$ cat src/rtl/ddm_pkg.sv
// ============================================================================
// ddm_pkg: differential drive mixer package
// Shared types and constants for the mixer pipeline and its register file.
// ============================================================================
package ddm_pkg;

    // Pipeline depth: 2 heading stages plus 5 motor stages
    localparam int STAGES = 7;

    localparam int APB_ADDR_W = 3;
    localparam int APB_DATA_W = 32;

    // Register reset values
    localparam logic [7:0] MAX_SPEED_RST = 8'd255;
    localparam logic [7:0] MIN_SPEED_RST = 8'd30;

    // Mapped PWM values below this floor become zero
    localparam logic signed [10:0] PWM_FLOOR = 11'sd30;

    // x/45 for x < 2^14: (x * 11651) >> 19
    localparam logic [13:0] DIV45_RECIP = 14'd11651;
    localparam int          DIV45_SHIFT = 19;

    // x/255 for x < 2^16: (x * 32897) >> 23
    localparam logic [15:0] DIV255_RECIP = 16'd32897;
    localparam int          DIV255_SHIFT = 23;

    typedef enum logic
    {
        REG_MAX_SPEED = 1'b0,
        REG_MIN_SPEED = 1'b1
    } reg_idx_t;

    // Heading curve in units of 17/3: magnitude 0..45 and sign
    typedef struct packed
    {
        logic [5:0] mag;
        logic       pos;
    } curve_t;

    // Range mapping derived from the registers
    typedef struct packed
    {
        logic signed [9:0] lo;    // min_speed - 1
        logic signed [9:0] diff;  // max_speed - lo
    } map_cfg_t;

endpackage

$ cat src/rtl/ddm_if.sv
// ============================================================================
// ddm_if: mixer stream interfaces
// Valid/ready channels for the command words and the motor result words.
// ============================================================================
interface ddm_in_if;
    logic              valid;
    logic              ready;
    logic [7:0]        speed;
    logic signed [9:0] heading;

    modport source (output valid, output speed, output heading, input ready);
    modport sink   (input valid, input speed, input heading, output ready);
endinterface

interface ddm_out_if;
    logic       valid;
    logic       ready;
    logic [7:0] left_pwm;
    logic       left_reverse;
    logic [7:0] right_pwm;
    logic       right_reverse;

    modport source (output valid, output left_pwm, output left_reverse,
                    output right_pwm, output right_reverse, input ready);
    modport sink   (input valid, input left_pwm, input left_reverse,
                    input right_pwm, input right_reverse, output ready);
endinterface

$ cat src/rtl/ddm_cfg.sv
// ============================================================================
// ddm_cfg: mixer register file
// APB-style speed limit registers and the derived range mapping terms.
// ============================================================================
module ddm_cfg
(
    input  logic                            clk,
    input  logic                            rst_n,
    input  logic                            psel,
    input  logic                            penable,
    input  logic                            pwrite,
    input  logic [ddm_pkg::APB_ADDR_W-1:0]  paddr,
    input  logic [ddm_pkg::APB_DATA_W-1:0]  pwdata,
    output logic [ddm_pkg::APB_DATA_W-1:0]  prdata,
    output logic                            pready,
    output ddm_pkg::map_cfg_t               map_cfg
);
    import ddm_pkg::*;

    logic [7:0] max_speed_reg;
    logic [7:0] min_speed_reg;
    logic       wr_en;
    reg_idx_t   idx;

    assign pready = 1'b1;
    assign idx    = reg_idx_t'(paddr[2]);
    assign wr_en  = psel && penable && pwrite;

    always_ff @(posedge clk or negedge rst_n)
    begin
        if (!rst_n)
        begin
            max_speed_reg <= MAX_SPEED_RST;
            min_speed_reg <= MIN_SPEED_RST;
        end
        else if (wr_en)
        begin
            unique case (idx)
                REG_MAX_SPEED: max_speed_reg <= pwdata[7:0];
                REG_MIN_SPEED: min_speed_reg <= pwdata[7:0];
                default:       max_speed_reg <= max_speed_reg;
            endcase
        end
    end

    always_comb
    begin
        unique case (idx)
            REG_MAX_SPEED: prdata = {24'd0, max_speed_reg};
            REG_MIN_SPEED: prdata = {24'd0, min_speed_reg};
            default:       prdata = '0;
        endcase
    end

    // Registers are to change only while the pipeline is empty; the block does not enforce this, so no staging here
    assign map_cfg.lo   = $signed({2'b00, min_speed_reg}) - 10'sd1;
    assign map_cfg.diff = $signed({2'b00, max_speed_reg}) - map_cfg.lo;

endmodule

$ cat src/rtl/ddm_heading.sv
// ============================================================================
// ddm_heading: heading front end
// Two stages: reduce the heading to 0..359, then evaluate both motor curves.
// ============================================================================
module ddm_heading
(
    input  logic              clk,
    input  logic              en,
    input  logic [7:0]        speed,
    input  logic signed [9:0] heading,
    output logic [7:0]        spd,
    output ddm_pkg::curve_t   crv_left,
    output ddm_pkg::curve_t   crv_right
);
    import ddm_pkg::*;

    // Curves in units of 17/3 degrees of slope; plateaus at +-45
    function automatic curve_t eval_curve(input logic [8:0] r, input logic right);
        logic signed [9:0] rs;
        logic signed [9:0] c;
        logic signed [9:0] cm;
        curve_t            res;
        rs = $signed({1'b0, r});
        if (!right)
        begin
            if (r <= 9'd90)       c = 10'sd45;
            else if (r <= 9'd180) c = 10'sd135 - rs;
            else if (r <= 9'd270) c = -10'sd45;
            else                  c = rs - 10'sd315;
        end
        else
        begin
            if (r <= 9'd90)       c = rs - 10'sd45;
            else if (r <= 9'd180) c = 10'sd45;
            else if (r <= 9'd270) c = 10'sd225 - rs;
            else                  c = -10'sd45;
        end
        cm      = -c;
        res.mag = c[9] ? cm[5:0] : c[5:0];
        res.pos = !c[9] && (c != 10'sd0);
        return res;
    endfunction

    logic signed [10:0] d;
    logic signed [10:0] d_neg;
    logic [9:0]         a;
    logic [8:0]         r_next;
    logic [8:0]         r_reg;
    logic [7:0]         spd1_reg;
    logic [7:0]         spd2_reg;
    curve_t             crv_left_reg;
    curve_t             crv_right_reg;

    // |heading + 360| mod 360, at most two subtractions
    always_comb
    begin
        d     = 11'(heading) + 11'sd360;
        d_neg = -d;
        a     = d[10] ? d_neg[9:0] : d[9:0];
        if (a >= 10'd720)      r_next = 9'(a - 10'd720);
        else if (a >= 10'd360) r_next = 9'(a - 10'd360);
        else                   r_next = a[8:0];
    end

    always_ff @(posedge clk)
    begin
        if (en)
        begin
            r_reg         <= r_next;
            spd1_reg      <= speed;
            spd2_reg      <= spd1_reg;
            crv_left_reg  <= eval_curve(r_reg, 1'b0);
            crv_right_reg <= eval_curve(r_reg, 1'b1);
        end
    end

    assign spd       = spd2_reg;
    assign crv_left  = crv_left_reg;
    assign crv_right = crv_right_reg;

endmodule

$ cat src/rtl/ddm_motor.sv
// ============================================================================
// ddm_motor: one motor channel
// Five stages: speed scaling, divide by 45, range multiply, divide by 255,
// offset and floor.
// ============================================================================
module ddm_motor
(
    input  logic              clk,
    input  logic              en,
    input  logic [7:0]        spd,
    input  ddm_pkg::curve_t   crv,
    input  ddm_pkg::map_cfg_t map_cfg,
    output logic [7:0]        pwm,
    output logic              reverse
);
    import ddm_pkg::*;

    logic [13:0]        p_next;
    logic [13:0]        p_reg;
    logic [27:0]        m45;
    logic [7:0]         mag_reg;
    logic signed [18:0] prod_next;
    logic signed [18:0] prod_reg;
    logic signed [18:0] prod_neg;
    logic [15:0]        a;
    logic [31:0]        m255;
    logic [8:0]         q_reg;
    logic               neg_reg;
    logic signed [10:0] qs;
    logic signed [10:0] v;
    logic [7:0]         pwm_next;
    logic [7:0]         pwm_reg;
    logic               rev3_reg;
    logic               rev4_reg;
    logic               rev5_reg;
    logic               rev6_reg;
    logic               rev7_reg;

    // speed * |curve|; |scaled curve| = this / 45
    assign p_next    = 14'(spd) * 14'(crv.mag);
    assign m45       = 28'(p_reg) * 28'(DIV45_RECIP);
    assign prod_next = 19'($signed({1'b0, mag_reg})) * 19'(map_cfg.diff);

    // Truncating divide by 255 works on the magnitude
    assign prod_neg  = -prod_reg;
    assign a         = prod_reg[18] ? prod_neg[15:0] : prod_reg[15:0];
    assign m255      = 32'(a) * 32'(DIV255_RECIP);

    always_comb
    begin
        qs       = neg_reg ? -$signed({2'b00, q_reg}) : $signed({2'b00, q_reg});
        v        = qs + 11'(map_cfg.lo);
        pwm_next = (v < PWM_FLOOR) ? 8'd0 : v[7:0];
    end

    always_ff @(posedge clk)
    begin
        if (en)
        begin
            p_reg    <= p_next;
            rev3_reg <= crv.pos && (spd != 8'd0);
            mag_reg  <= m45[DIV45_SHIFT +: 8];
            rev4_reg <= rev3_reg;
            prod_reg <= prod_next;
            rev5_reg <= rev4_reg;
            q_reg    <= m255[DIV255_SHIFT +: 9];
            neg_reg  <= prod_reg[18];
            rev6_reg <= rev5_reg;
            pwm_reg  <= pwm_next;
            rev7_reg <= rev6_reg;
        end
    end

    assign pwm     = pwm_reg;
    assign reverse = rev7_reg;

endmodule

$ cat src/rtl/differential_drive_mixer_unit.sv
// ============================================================================
// differential_drive_mixer_unit: differential drive mixer
// Speed and heading in, left and right motor PWM and direction out.
// ============================================================================
//
//   port      dir   role
//   -------   ---   -----------------------------------------------
//   in_ch     in    command word: speed, heading
//   out_ch    out   result word: left/right pwm and reverse bits
//   apb       in    max_speed at 0x0, min_speed at 0x4
//
// Seven register stages, one word per cycle while the output word is taken.
// The whole pipeline advances on one enable: it stalls only when the output
// register holds a word that is not taken. Bubbles are not squeezed out.
// Reset clears the valid bits and loads max_speed 255, min_speed 30.
//
module differential_drive_mixer_unit
(
    input  logic                            clk,
    input  logic                            rst_n,
    ddm_in_if.sink                          in_ch,
    ddm_out_if.source                       out_ch,
    input  logic                            psel,
    input  logic                            penable,
    input  logic                            pwrite,
    input  logic [ddm_pkg::APB_ADDR_W-1:0]  paddr,
    input  logic [ddm_pkg::APB_DATA_W-1:0]  pwdata,
    output logic [ddm_pkg::APB_DATA_W-1:0]  prdata,
    output logic                            pready
);
    import ddm_pkg::*;

    logic [STAGES-1:0] valid_reg;
    logic [STAGES-1:0] valid_next;
    logic              pipe_en;
    logic [7:0]        spd;
    curve_t            crv_left;
    curve_t            crv_right;
    map_cfg_t          map_cfg;

    assign pipe_en     = !valid_reg[STAGES-1] || out_ch.ready;
    assign in_ch.ready = pipe_en;
    assign valid_next  = {valid_reg[STAGES-2:0], in_ch.valid};

    always_ff @(posedge clk or negedge rst_n)
    begin
        if (!rst_n)
        begin
            valid_reg <= '0;
        end
        else if (pipe_en)
        begin
            valid_reg <= valid_next;
        end
    end

    ddm_cfg u_cfg
    (
        .clk     (clk),
        .rst_n   (rst_n),
        .psel    (psel),
        .penable (penable),
        .pwrite  (pwrite),
        .paddr   (paddr),
        .pwdata  (pwdata),
        .prdata  (prdata),
        .pready  (pready),
        .map_cfg (map_cfg)
    );

    ddm_heading u_heading
    (
        .clk       (clk),
        .en        (pipe_en),
        .speed     (in_ch.speed),
        .heading   (in_ch.heading),
        .spd       (spd),
        .crv_left  (crv_left),
        .crv_right (crv_right)
    );

    ddm_motor u_left
    (
        .clk     (clk),
        .en      (pipe_en),
        .spd     (spd),
        .crv     (crv_left),
        .map_cfg (map_cfg),
        .pwm     (out_ch.left_pwm),
        .reverse (out_ch.left_reverse)
    );

    ddm_motor u_right
    (
        .clk     (clk),
        .en      (pipe_en),
        .spd     (spd),
        .crv     (crv_right),
        .map_cfg (map_cfg),
        .pwm     (out_ch.right_pwm),
        .reverse (out_ch.right_reverse)
    );

    assign out_ch.valid = valid_reg[STAGES-1];

`ifndef SYNTHESIS
    a_enter: assert property (@(posedge clk) disable iff (!rst_n)
        in_ch.valid && in_ch.ready |=> valid_reg[0])
        else $error("accepted word did not enter the pipeline");

    a_freeze: assert property (@(posedge clk) disable iff (!rst_n)
        !pipe_en |=> $stable(valid_reg))
        else $error("pipeline moved during a stall");

    a_floor: assert property (@(posedge clk) disable iff (!rst_n)
        out_ch.valid |-> (out_ch.left_pwm == 8'd0 || out_ch.left_pwm >= 8'd30)
                      && (out_ch.right_pwm == 8'd0 || out_ch.right_pwm >= 8'd30))
        else $error("pwm below floor not cleared");

    a_ready: assert property (@(posedge clk) disable iff (!rst_n)
        !valid_reg[STAGES-1] |-> in_ch.ready)
        else $error("input blocked with empty output register");
`endif

endmodule
$ cat src/flat_wrapper.sv
// flat-port wrapper written by rule: the top's interface ports become plain ports
module differential_drive_mixer_unit_flat import ddm_pkg::*;
  (clk, rst_n, psel, penable, pwrite, paddr, pwdata, prdata, pready, in_ch_valid, in_ch_speed, in_ch_heading, in_ch_ready, out_ch_valid, out_ch_left_pwm, out_ch_left_reverse, out_ch_right_pwm, out_ch_right_reverse, out_ch_ready);
  ddm_in_if in_ch_i ();
  ddm_out_if out_ch_i ();
  input  logic clk;
  input  logic rst_n;
  input  logic psel;
  input  logic penable;
  input  logic pwrite;
  input  logic [ddm_pkg::APB_ADDR_W-1:0] paddr;
  input  logic [ddm_pkg::APB_DATA_W-1:0] pwdata;
  output logic [ddm_pkg::APB_DATA_W-1:0] prdata;
  output logic pready;
  input wire logic [$bits(in_ch_i.valid)-1:0] in_ch_valid;
  input wire logic [$bits(in_ch_i.speed)-1:0] in_ch_speed;
  input wire logic [$bits(in_ch_i.heading)-1:0] in_ch_heading;
  output wire logic [$bits(in_ch_i.ready)-1:0] in_ch_ready;
  output wire logic [$bits(out_ch_i.valid)-1:0] out_ch_valid;
  output wire logic [$bits(out_ch_i.left_pwm)-1:0] out_ch_left_pwm;
  output wire logic [$bits(out_ch_i.left_reverse)-1:0] out_ch_left_reverse;
  output wire logic [$bits(out_ch_i.right_pwm)-1:0] out_ch_right_pwm;
  output wire logic [$bits(out_ch_i.right_reverse)-1:0] out_ch_right_reverse;
  input wire logic [$bits(out_ch_i.ready)-1:0] out_ch_ready;
  assign in_ch_i.valid = in_ch_valid;
  assign in_ch_i.speed = in_ch_speed;
  assign in_ch_i.heading = in_ch_heading;
  assign in_ch_ready = in_ch_i.ready;
  assign out_ch_valid = out_ch_i.valid;
  assign out_ch_left_pwm = out_ch_i.left_pwm;
  assign out_ch_left_reverse = out_ch_i.left_reverse;
  assign out_ch_right_pwm = out_ch_i.right_pwm;
  assign out_ch_right_reverse = out_ch_i.right_reverse;
  assign out_ch_i.ready = out_ch_ready;
  differential_drive_mixer_unit u_core (.clk(clk), .rst_n(rst_n), .in_ch(in_ch_i), .out_ch(out_ch_i), .psel(psel), .penable(penable), .pwrite(pwrite), .paddr(paddr), .pwdata(pwdata), .prdata(prdata), .pready(pready));
endmodule
$ cat config.mk
export PLATFORM = sky130hd
export DESIGN_NAME = differential_drive_mixer_unit_flat
export DESIGN_NICKNAME = d
export VERILOG_FILES = /design/src/rtl/ddm_pkg.sv /design/src/rtl/ddm_if.sv /design/src/rtl/ddm_cfg.sv /design/src/rtl/ddm_heading.sv /design/src/rtl/ddm_motor.sv /design/src/rtl/differential_drive_mixer_unit.sv /design/src/flat_wrapper.sv
export SDC_FILE = /design/constraint.sdc
export NUM_CORES = 1
export LEC_CHECK = 0
export ABC_AREA = 0
export BUFFER_PORTS_ARGS = -buffer_cell sky130_fd_sc_hd__buf_2
export CORE_ASPECT_RATIO = 1.4
export CORE_MARGIN = 5
export CORE_UTILIZATION = 55
export CTS_BUF_LIST = sky130_fd_sc_hd__clkbuf_4 sky130_fd_sc_hd__clkbuf_8
export DETAILED_ROUTE_END_ITERATION = 8
export PLACE_DENSITY = 0.8
export SLEW_MARGIN = 10
export SYNTH_ARGS = -nofsm -noshare
export SYNTH_HDL_FRONTEND = slang
export SYNTH_SLANG_ARGS = --single-unit
$ cat constraint.sdc
create_clock -name clk -period 10.65 [get_ports clk]
set_clock_uncertainty 0.1 [all_clocks]
set_input_delay 0.5325 -clock clk [delete_from_list [all_inputs] [get_ports clk]]
set_output_delay 0.5325 -clock clk [all_outputs]
set_load 0.005 [all_outputs]
Yosys cells after proc, flatten, opt, wreduce, memory -nomap -nowiden
Cells that the tools add are included.

storage, ports and cells
  register bits after elaboration = 190
  bits of input ports = 60
  output and inout port bits = 53
  word-level logic and storage cells = 99

operators by class
  add/sub/neg operators = 18
  $mul = 8
  order comparisons = 7
  multiplexer cells = 18
  bitwise logic cells = 1
  reduce and logical (&&, ||, !) cells = 15

operators by type and width
  kind                                                                count
  2-to-1 mux 10 bit                                                   9
  multiplier 16 x 16 -> 32 bit, second input constant                 2
  one-hot mux 32 bit (2 select lines)                                 1
  multiplier 14 x 14 -> 27 bit, second input constant                 2
  multiplier 9 x 10 -> 19 bit                                         2
  2-to-1 mux 16 bit                                                   2
  negator 16 bit                                                      2
  multiplier 8 x 6 -> 14 bit                                          2
  adder 11 x 9 -> 11 bit                                              2
  < comparator 11 x 6 -> 1 bit, second input constant                 2
  2-to-1 mux 11 bit                                                   2
  negator 9 -> 11 bit                                                 2
  nonzero test 10 bit                                                 2
  subtractor 8 x 9 -> 10 bit, first input constant                    2
  2-to-1 mux 9 bit                                                    2
  2-to-1 mux 6 bit                                                    2
  negator 6 bit                                                       2
  adder 10 x 10 -> 11 bit, second input constant                      1
  greater-or-equal comparator 10 bit, second input constant           1
  greater-or-equal comparator 10 x 9 -> 1 bit, second input constant  1
  negator 10 bit                                                      1
  subtractor 9 x 6 -> 10 bit, second input constant                   1
  subtractor 9 x 9 -> 10 bit                                          1
  subtractor 9 x 9 -> 10 bit, second input constant                   1
  other kinds (12)                                                    20

Logic depth before layout (Yosys ltp)
  depth after elaboration = 7
  gate-level depth with buffers = 31

Modules after synthesis
From an unflattened synthesis, not the netlist that was laid out.

unflattened totals
  cells, all modules = 2730
  area total of the unflattened synthesis = 27186.1 um2

modules (own cells, without submodules)
  module                         instances  cells each  area each (um2)
  ddm_motor at u_core.u_right    1          1150        11333.4
  ddm_motor at u_core.u_left     1          1120        11154.4
  ddm_heading                    1          301         2975.4
  ddm_cfg                        1          143         1426.4
  differential_drive_mixer_unit  1          16          296.5

Least setup slack after synthesis
OpenSTA, ideal clock, no wires.

  path kind = register to register
  start point = reg u_core.u_cfg.min_speed_reg[1]
  end point = reg u_core.u_left.prod_reg[18], data pin
  data arrival time = 7455 ps
  data required time = 10282 ps
  path slack = 2828 ps
  cell stages (with the launch flop) = 30
  cells stage by stage = dfstp_2 > inv_1 > ha_1 > fa_1 > a21o_1 > maj3_1 > maj3_1 > maj3_2 > maj3_1 > nor2_1 > nor2_1 > xnor2_2 > buf_2 > nand2_1 > fa_1 > inv_1 > fa_1 > fa_1 > inv_1 > fa_1 > inv_1 > ha_1 > a21boi_0 > o21a_1 > o211ai_1 > a21oi_1 > o31ai_1 > a21oi_1 > xnor2_1 > xnor3_1

between the ends
  cells in the longest elaborated chain, start to end = 3

ends and longest elaborated chain
  element                          line             RTL
  from (decl)                      ddm_cfg.sv:21    logic [7:0] min_speed_reg;
  from (signal assigned)           ddm_cfg.sv:40    REG_MIN_SPEED: min_speed_reg <= pwdata[7:0];
  subtractor 8 x 1 -> 9 bit        ddm_cfg.sv:56    assign map_cfg.lo = $signed({2'b00, min_speed_reg}) - 10'sd1;
  subtractor 9 x 9 -> 10 bit       ddm_cfg.sv:57    assign map_cfg.diff = $signed({2'b00, max_speed_reg}) - map_cfg.lo;
  multiplier 9 x 10 -> 19 bit      ddm_motor.sv:42  assign prod_next = 19'($signed({1'b0, mag_reg})) * 19'(map_cfg.diff);
  net u_core.u_left.prod_next[18]  ddm_motor.sv:22  logic signed [18:0] prod_next;
  to (signal assigned)             ddm_motor.sv:64  prod_reg <= prod_next;
  to (decl)                        ddm_motor.sv:23  logic signed [18:0] prod_reg;

The timed path passes the listed nets, and every way through them passes these cells.
A chain may end at the register's enable or synchronous reset.

Worst setup path after layout
  start point = reg u_core.u_cfg.min_speed_reg[0]
  end point = reg u_core.u_left.prod_reg[18], data pin

The elaborated chain is that of the path after synthesis.

==> flow_metrics.tcl <==
set metrics [dict create \
    fin_nets 3587 \
    htree_levels 4 \
    fmax_mhz 113 \
    drt_pre_antenna_iters 6 \
    final.period_utilization 0.830 \
    whs_path_depth 1 \
    synth_edf_count 163 \
    cts_tree "done" \
    syn_avg_cell_area_um2 9.90 \
    synth-main-ff-cell "edfxtp_1" \
    finalSetupViolCount 0 \
    chipHeight_um 272 \
    yosysSeqAreaShare 0.203 \
    critical_path_class "flop to flop" \
    rows 96 \
    cp_slowest_stage_delay_ns 0.64 \
    worstMarginPinSlew_ns 0.976 \
    start_util 0.553 \
    met2_wirelength_um 31400 \
    area_growth_pct 4.82 \
    ios 113 \
    hold_viol 0 \
    drcViolationCount 0 \
    timing.final.crit_period_ns 8.84 \
    hold_start "in_ch_speed[5]" \
    max_slew_margin 0.332 \
    routabilityCongestion 0.889 \
    crit_arrival_ns 9.00 \
    cp_max_fo 16 \
    synth_cell_types 81 \
    ys_warn_count 0 \
    io_buffers 61 \
    dr.max_layer_used "met4" \
    cts_resized 0 \
    critPathLaunch "u_core.u_cfg.min_speed_reg[0]" \
    startpoint_type "flop" \
    ys_seq_elements 186 \
    path_clk_slew_ns 0.10 \
    wirelength_met1_um 19500 \
    route.detailed.wl_per_inst_um 15.9 \
    clk_latency_ns 0.52 \
    dp_hpwl_um 45500 \
    worstPathRequired_ns 10.81 \
    r2r_cells 30 \
    syn_area_mm2 0.0270 \
    grt_pass1_wl_um 93300 \
    cp_slowest_cell "xnor2_2" \
    dr_wl_met3_um 1540 \
    end_kind "flop" \
    cts_sinks 186 \
    syn_inst 2726 \
    grt_overflow 0 \
    r2r-start "u_core.u_cfg.min_speed_reg[0]" \
    cts.path.max_buffers 2 \
    antenna_found_initial 0 \
    core_mm2 0.0488 \
    viasPerCell 5.53 \
    antenna_cells 0 \
    cap_violations 0 \
    cts_buffers 17 \
    hp-class "input pin to flop" \
    async_flop_share 0.124 \
    status "completed" \
    vias 18900 \
    grt_max_degree 69 \
    die_area_mm2 0.0537 \
    grt_pass1_vias 20800 \
    rsz0062_at_grt "no" \
    routed_wl_um 54200 \
    grt_usage 0.208 \
    postRouteAntennaNets 0 \
    finalMaxSlewViolations 0 \
    drt_iter0_markers 701 \
    drive_gt1_frac 0.0654 \
    cpMostUsedCell "inv_1" \
    cts_root_buf "clkbuf_8" \
    die_x_um 197 \
    fin_setup_tns_ns 0 \
]
==> worst max-delay path, delay by kind of cell, from the launching register on <==
kind,cells,cell delay [ns]
simple gates,3,0.33
xor+xnor,4,1.61
flops,1,0.49
buf+inv,5,0.41
compound gates,7,1.25
fa+ha+maj,11,4.38
==> layout by cell type, fill, tap and decap left out, types with 11 or more instances in the layout <==
master    count
dfrtp_1      11
nor2b_1      27
o21bai_1     13
clkbuf_8     17
nand3_1      19
o21ai_0      62
a31oi_1      13
nand2b_1     25
nand2_1     185
a21o_1       41
edfxtp_1    163
mux2_2       28
conb_1       25
ha_1        505
dfstp_2      12
nor3_1       25
buf_2        61
inv_1       519
o21a_1       23
xor2_1       58
nor2_1       85
fa_1        252
and3_1       12
and2_1      123
xnor2_1     150
or3_1        17
a21oi_1     105
o31ai_1      21
==> worst paths after layout <==
| path | end | slack [ns] |
|---|---|---|
| max | u_core.u_left.prod_reg[18] | 1.81 |
| min | u_core.u_heading.spd1_reg[5] | 0.09 |
| max reg2reg | u_core.u_left.prod_reg[18] | 1.81 |
| min reg2reg | u_core.u_heading.spd[7] | 0.32 |
| max in group asynchronous | u_core.u_cfg.max_speed_reg[0] | 9.67 |
| min in group asynchronous | u_core.u_cfg.min_speed_reg[7] | 0.42 |
==> metrics by stage <==
stage / setup WS, ns / hold slack, ns / cell area, um2 / std cells / util
final: 1.81 / 0.0897 / 28300 / 3420 / 0.580
after global routing: 1.36 / 0.0446 / 28300 / 3420 / 0.580
after CTS: 1.83 / 0.0415 / 28300 / 3420 / 0.580
after detailed placement: 1.90 / 0.305 / 27900 / 3387 / 0.572
after global placement: 1.97 / 0.305 / 27900 / 3387 / 0.572
after floorplan: 2.83 / 0.137 / 27100 / 2749 / -
==> metal layers <==
layer | global-route usage | vias up
li1 | - | 9058
met1 | 0.212 | 9351
met2 | 0.423 | 380
met3 | 0.0218 | 134
met4 | 0.0772 | 0
met5 | 0 | -
==> cell families (layout without fill, tap and decap cells) <==
logic type	count (synthesis)	in the layout	synth area share
other cells	2	25	0.000278
buf+inv	589	623	0.0860
fa+ha+maj	774	774	0.428
flops	186	186	0.203
simple gates	564	564	0.106
compound gates	360	360	0.0875
xor+xnor	219	219	0.0758
mux	32	32	0.0132
==> cells in the mapped netlist, types with 17 or more instances <==
cell      instances  area, um2
o21ai_0          62        310
ha_1            505       6320
nor2_1           85        319
nor2b_1          27        169
a21o_1           41        308
nand3_1          19       95.1
nor3_1           25        125
xor2_1           58        508
clkbuf_1         40        150
nand2_1         185        694
xnor2_1         150       1310
buf_4            27        203
o31ai_1          21        158
inv_1           519       1950
a21oi_1         105        526
or3_1            17        106
nand2b_1         26        163
edfxtp_1        163       4890
fa_1            252       5040
and2_1          123        769
o21a_1           23        173
mux2_2           28        315
==> what timing repair did <==
item,4_1_cts,5_1_grt
hold buffers,1,0
buffers inserted,0,0
endpoints found under the hold margin,11,0
==> area by class of cell <==
type | count | area (um2)
tap | 637 | 797
multi-input combinational | 1974 | 19300
clock buffer | 17 | 234
sequential | 186 | 5490
clock inverter | 15 | 159
inverter | 519 | 1950
timing repair buffer | 72 | 390
fill | 4025 | 20500
Power is not shown: default switching activity piles up to over one toggle a cycle in this logic, so the estimate is an artifact.
